$ cat src/rtl/lbgk_pkg.sv
`timescale 1ns / 1ps
// ----------------------------------------------------------------------------
// lbgk_pkg: shared types, constants and functions
// Word types, D2Q9 direction tables, weights and saturation for the BGK core.
// ----------------------------------------------------------------------------
package lbgk_pkg;

	localparam int DIRS          = 9;
	localparam int FRAC_BITS_DEF = 24;
	localparam int WORD_W        = 32;
	localparam int RATE_W        = 26;
	localparam int QUO_BITS      = 32;
	localparam int LANE_LAT      = 6;

	localparam logic [RATE_W-1:0] RATE_RESET = 26'd8388608;

	typedef logic signed [WORD_W-1:0] word_t;
	typedef logic signed [63:0]       wide_t;

	localparam wide_t WORD_MAX = 64'sd2147483647;
	localparam wide_t WORD_MIN = -64'sd2147483648;

	// Lattice velocities in the usual order, rest first.
	localparam logic signed [1:0] DIR_X [DIRS] =
		'{2'sd0, 2'sd1, 2'sd0, -2'sd1, 2'sd0, 2'sd1, -2'sd1, -2'sd1, 2'sd1};
	localparam logic signed [1:0] DIR_Y [DIRS] =
		'{2'sd0, 2'sd0, 2'sd1, 2'sd0, -2'sd1, 2'sd1, 2'sd1, -2'sd1, -2'sd1};

	// One result word leaving the core.
	typedef struct packed {
		logic [DIRS-1:0][WORD_W-1:0] new_pop;
		word_t                       density;
		word_t                       velocity_x;
		word_t                       velocity_y;
	} out_word_t;

	// Clamp a wide value to the signed word range.
	function automatic word_t sat32(input wide_t v);
		word_t r;
		if (v > WORD_MAX) begin
			r = word_t'(WORD_MAX);
		end else if (v < WORD_MIN) begin
			r = word_t'(WORD_MIN);
		end else begin
			r = word_t'(v);
		end
		return r;
	endfunction

	// Lattice weight of a direction, rounded to nearest at fb fraction bits.
	function automatic wide_t weight_of(input int k, input int fb);
		wide_t one;
		wide_t w;
		one = 64'sd1 <<< fb;
		if (k == 0) begin
			w = (4 * one + 64'sd4) / 9;
		end else if (k <= 4) begin
			w = (one + 64'sd4) / 9;
		end else begin
			w = (one + 64'sd18) / 36;
		end
		return w;
	endfunction

endpackage

$ cat src/rtl/lbgk_div.sv
`timescale 1ns / 1ps
// ----------------------------------------------------------------------------
// lbgk_div: pipelined momentum over density divider
// Restoring division, one quotient bit per stage, truncated toward zero and
// saturated; a density that is not positive gives zero.
// ----------------------------------------------------------------------------
module lbgk_div #(
	parameter int FRACTION_BITS = lbgk_pkg::FRAC_BITS_DEF
) (
	input  logic                 clk,
	input  logic                 en,
	input  lbgk_pkg::wide_t      num,
	input  lbgk_pkg::word_t      den,
	output lbgk_pkg::word_t      quo
);
	import lbgk_pkg::*;

	localparam int QB = QUO_BITS;

	wide_t       num_sh;
	logic        num_neg;
	logic [63:0] num_abs;

	logic              neg_s [0:QB];
	logic              pos_s [0:QB];
	logic              ovf_s [0:QB];
	logic [30:0]       den_s [0:QB];
	logic [30:0]       rem_s [0:QB];
	logic [QB-1:0]     low_s [0:QB];
	logic [QB-1:0]     quo_s [0:QB];
	word_t             quo_q;

	// Scale the momentum and take its magnitude.
	always_comb begin
		num_sh  = num <<< FRACTION_BITS;
		num_neg = num_sh[63];
		num_abs = num_neg ? 64'(-num_sh) : 64'(num_sh);
	end

	// Entry stage: sign, overflow check and first partial remainder.
	always_ff @(posedge clk) begin
		if (en) begin
			neg_s[0] <= num_neg;
			pos_s[0] <= (den > 0);
			ovf_s[0] <= (num_abs[63:QB] >= {{(QB-31){1'b0}}, den[30:0]});
			den_s[0] <= den[30:0];
			rem_s[0] <= num_abs[QB+30:QB];
			low_s[0] <= num_abs[QB-1:0];
			quo_s[0] <= '0;
		end
	end

	// One compare and subtract per stage, most significant bit first.
	for (genvar j = 0; j < QB; j++) begin : g_step
		localparam int B = QB - 1 - j;
		logic [31:0]   trial;
		logic          ge;
		logic [31:0]   diff;
		logic [QB-1:0] qnext;

		always_comb begin
			trial    = {rem_s[j], low_s[j][B]};
			ge       = trial >= {1'b0, den_s[j]};
			diff     = trial - {1'b0, den_s[j]};
			qnext    = quo_s[j];
			qnext[B] = ge;
		end

		always_ff @(posedge clk) begin
			if (en) begin
				neg_s[j+1] <= neg_s[j];
				pos_s[j+1] <= pos_s[j];
				ovf_s[j+1] <= ovf_s[j];
				den_s[j+1] <= den_s[j];
				low_s[j+1] <= low_s[j];
				rem_s[j+1] <= ge ? diff[30:0] : trial[30:0];
				quo_s[j+1] <= qnext;
			end
		end
	end

	// Apply the sign and saturate.
	always_ff @(posedge clk) begin
		if (en) begin
			if (!pos_s[QB]) begin
				quo_q <= '0;
			end else if (ovf_s[QB]) begin
				quo_q <= neg_s[QB] ? word_t'(WORD_MIN) : word_t'(WORD_MAX);
			end else if (neg_s[QB]) begin
				quo_q <= sat32(-wide_t'({32'd0, quo_s[QB]}));
			end else begin
				quo_q <= sat32(wide_t'({32'd0, quo_s[QB]}));
			end
		end
	end

	assign quo = quo_q;

endmodule

$ cat config.mk
export PLATFORM = sky130hd
export DESIGN_NAME = lbgk_div
export DESIGN_NICKNAME = d
export VERILOG_FILES = /design/src/rtl/lbgk_pkg.sv /design/src/rtl/lbgk_div.sv
export SDC_FILE = /design/constraint.sdc
export NUM_CORES = 2
export LEC_CHECK = 0
export BUFFER_PORTS_ARGS = -buffer_cell sky130_fd_sc_hd__buf_2
export CORE_MARGIN = 3
export CORE_UTILIZATION = 50
export CTS_CLUSTER_DIAMETER = 120
export DETAILED_ROUTE_END_ITERATION = 16
export PLACE_DENSITY = 0.65
export SLEW_MARGIN = 0
export SYNTH_ARGS = -nofsm -noshare
export SYNTH_HDL_FRONTEND = slang
export SYNTH_MEMORY_MAX_BITS = 65536
export SYNTH_SLANG_ARGS = --single-unit
$ cat constraint.sdc
create_clock -name clk -period 5.8 [get_ports clk]
set_clock_uncertainty 0.15 [all_clocks]
set_input_delay 1.16 -clock clk [delete_from_list [all_inputs] [get_ports clk]]
set_output_delay 1.16 -clock clk [all_outputs]
set_load 0.005 [all_outputs]
==> flow_summary.json <==
{
  "status": "complete, but fails checks",
  "violations": "capacitance limit, slew limit",
  "cts_tree": "built",
  "slowest_stage": "o21ai_0",
  "die_area_sq_um": 293000,
  "viasPerCell": 5.69,
  "min_path_cells": 0,
  "min_path_type": "reg2reg",
  "cts-htree-levels": 5,
  "setup_slack_ns": 0.739,
  "pre_cts_ws_ns": 0.00764,
  "dpl_cell_area_sq_um": 149000,
  "cts.sinks": 2679,
  "place.gp.congestion": 0.946,
  "post_drt_wl_per_cell_um": 19.8,
  "yosysTopAreaCell": "edfxtp_1",
  "yosysSeqAreaShare_pct": 56.2,
  "grt_util_met3_pct": 3.01,
  "crit_path_end_kind": "register",
  "reg2reg_to": "rem_s[0][493]",
  "ys.flop_type": "edfxtp_1",
  "rsz0062_at_grt": "no",
  "dr_total_vias": 94000,
  "cp-start-kind": "register",
  "required_ns": 6.04,
  "grt_overflow": 0,
  "grt_max_degree": 133,
  "dieHeight_um": 541,
  "ys_warn_count": 0,
  "power.density_nw_per_um2": 563,
  "grt_pass1_vias": 90600,
  "met1_usage_pct": 31.7,
  "finalHoldViolCount": 0,
  "core_area_sq_um": 284000,
  "wirelength_um": 327000,
  "hp-start": "quo_s[0][316]",
  "drt_first_pass_iters": 6,
  "route.detailed.drc": 0,
  "multiInputGateArea_sq_um": 57200,
  "grt.busiest_layer": "met2",
  "r2r_cells": 11,
  "fin_area_sq_um": 159000,
  "maxCapViolations": 2,
  "synth.area.top_cells": "edfxtp_1 56%, ha_1 9.0%, inv_1 3.4%, xnor2_1 3.2%, a21oi_1 3.2%",
  "fin_util_pct": 55.9,
  "fin_crit_sh_pct": 87.3,
  "crit_type": "reg2reg",
  "crit_arrival_ns": 5.30,
  "path_clk_slew_ns": 0.06,
  "clockBufferDepth": 4,
  "instances_no_fill": 16500,
  "drive_gt1_share_pct": 9.12,
  "r2r_setup_slack_ns": 0.74,
  "initial_core_util_pct": 50.5,
  "setup_viol": 0,
  "cts_made_buffers": 298,
  "synth.avg_cell_area_sq_um": 11.7,
  "slew-limit-headroom_pct": -5.48,
  "ant_nets": 0,
  "hold_ws_ns": 0.229,
  "leakage_nw": 64.0,
  "worst_slew_pin_slew_ns": 1.57,
  "synth.top_cell.area_share_pct": 56.2,
  "ys_seq_elements": 2679,
  "place_hpwl_um": 243000,
  "synth_cells": 12200,
  "area_growth_pct": 10.8,
  "top_level_ports": 130,
  "use_met2_pct": 34.3,
  "grt_pass1_wl_um": 510000,
  "worstPathCellList": "ha_1, nor2b_1, o21ai_1, a21oi_1, o41ai_1, o21ai_1, a211o_1, nand3_1, a31oi_1, a21oi_4, o21ai_0",
  "post_cts_buffers": 0,
  "clk-insertion-delay-late_ns": 0.91,
  "first_iter_violations": 8478,
  "post-route-min-period_ns": 5.06,
  "r2r-start": "rem_s[0][435]",
  "clockRootBuffer": "clkbuf_16",
  "port_buffers": 105,
  "maxSlewViolCount": 3,
  "synth.distinct_cells": 92,
  "async_flop_share_pct": 0,
  "max_freq_mhz": 198,
  "netlist_area_sq_um": 143000,
  "min_to": "quo_s[0][348]",
  "dp_cells": 16000,
  "synth_edf_count": 2679,
  "seq_area_sq_um": 80400,
  "core.rowCount": 195,
  "cp_max_fo": 26,
  "crit_top_cell": "o21ai_1",
  "layout.nets": 13700,
  "synth_nets": 13400,
  "nFillCells": 23500,
  "cts_hold_buf": 0,
  "grt_antenna_before_repair": 13,
  "ir_worst_vdd_mv": 0.391,
  "fp.dieW_um": 541,
  "max_stage_delay_ns": 0.73,
  "critical_path.startpoint": "rem_s[0][435]",
  "track_usage_pct": 21.7,
  "cts.repair.resized": 0
}
## where the power goes
group	leakage, nW	switching, mW	internal, mW
logic	33.1	22.0	17.0
registers	26.2	3.05	28.5
clock network	4.69	7.85	10.8
## placed cells by master, fill, tap and decap left out, types with 153 or more instances in the layout
master / instances
edfxtp_1: 2679
inv_1: 1282
ha_1: 1025
nand2_1: 913
a21oi_1: 900
o21ai_0: 834
nor2_1: 607
xnor2_1: 530
a21o_1: 433
mux2_2: 371
xor2_1: 307
clkbuf_16: 302
nor3_1: 182
nand3_1: 167
nand2b_1: 153
## critical path: cells and delay by family (launching register included)
kind | cells | cell delay (ns)
flops | 1 | 0.40
simple gates | 2 | 0.32
compound gates | 8 | 3.29
fa+ha+maj | 1 | 0.42
## synthesized netlist by cell type, types with 26 or more instances
| library cell | n |
|---|---|
| ha_1 | 1025 |
| nor4_1 | 53 |
| buf_2 | 36 |
| and4_1 | 27 |
| a211o_1 | 40 |
| fa_1 | 31 |
| xor2_1 | 307 |
| and2_1 | 48 |
| nand2_1 | 913 |
| a211oi_1 | 71 |
| o31a_1 | 36 |
| or2_2 | 56 |
| nand4_1 | 140 |
| mux2_2 | 371 |
| o21bai_1 | 122 |
| or3_1 | 33 |
| edfxtp_1 | 2679 |
| a31oi_1 | 103 |
| clkbuf_1 | 173 |
| nor3_1 | 182 |
| o21ai_0 | 835 |
| and3_1 | 72 |
| inv_1 | 1282 |
| nand3_1 | 168 |
| a2111oi_0 | 26 |
| nor2_1 | 607 |
| o21a_1 | 132 |
| nand2b_1 | 153 |
| a21oi_1 | 904 |
| a21o_1 | 433 |
| nor2b_1 | 125 |
| o31ai_1 | 88 |
| xnor2_1 | 530 |
| a21boi_0 | 33 |
| o211ai_1 | 37 |
## cell type report
class	instances	share of cell area [%]
Clock buffer	352	4.88
Sequential cell	2679	50.7
Inverter	1284	3.04
Multi-Input combinational cell	8030	36.0
Tap cell	3743	2.95
Timing Repair Buffer	239	1.14
Clock inverter	184	1.21
Antenna cell	3	0.00473
## worst max path at each step
stage	to	slack (ns)	cells past startpoint
after global placement	ovf_s[0]	-0.08	20
after global routing	rem_s[0][493]	0.51	11
after detailed placement	ovf_s[0]	0.008	18
after floorplan	ovf_s[0]	0.43	20
final	rem_s[0][493]	0.74	11
after CTS	ovf_s[0]	0.93	18
## through the flow
stage                     TNS, ns  power (mW)
after floorplan                 0        60.1
after global placement    -0.0785        69.5
after detailed placement        0        70.4
after CTS                       0        89.7
after global routing            0        95.5
final                           0        89.3
## routing by layer
layer | part of all wire, % | vias up
li1 | - | 45500
met1 | 47 | 45800
met2 | 46 | 2251
met3 | 5.5 | 505
met4 | 2.3 | 0
met5 | 0 | -
## logic make-up after synthesis
kind of cell,count (synthesis),synth area share [%]
buffers and inverters,1509,3.99
AO/OA/AOI/OAI,3110,13.5
XOR/XNOR,837,5.12
adder cells (fa/ha/maj),1056,9.40
AND/OR/NAND/NOR,2645,8.75
flip-flops,2679,56.2
multiplexers,382,3.00
## flip-flops by register name, indices dropped and copies added, names as in the netlist
name and cells:
den_s 992, quo 32, ovf_s 33, rem_s 992
neg_s 33, quo_s 528, pos_s 33, low_s 36
Power figures use the tool's default switching activity.
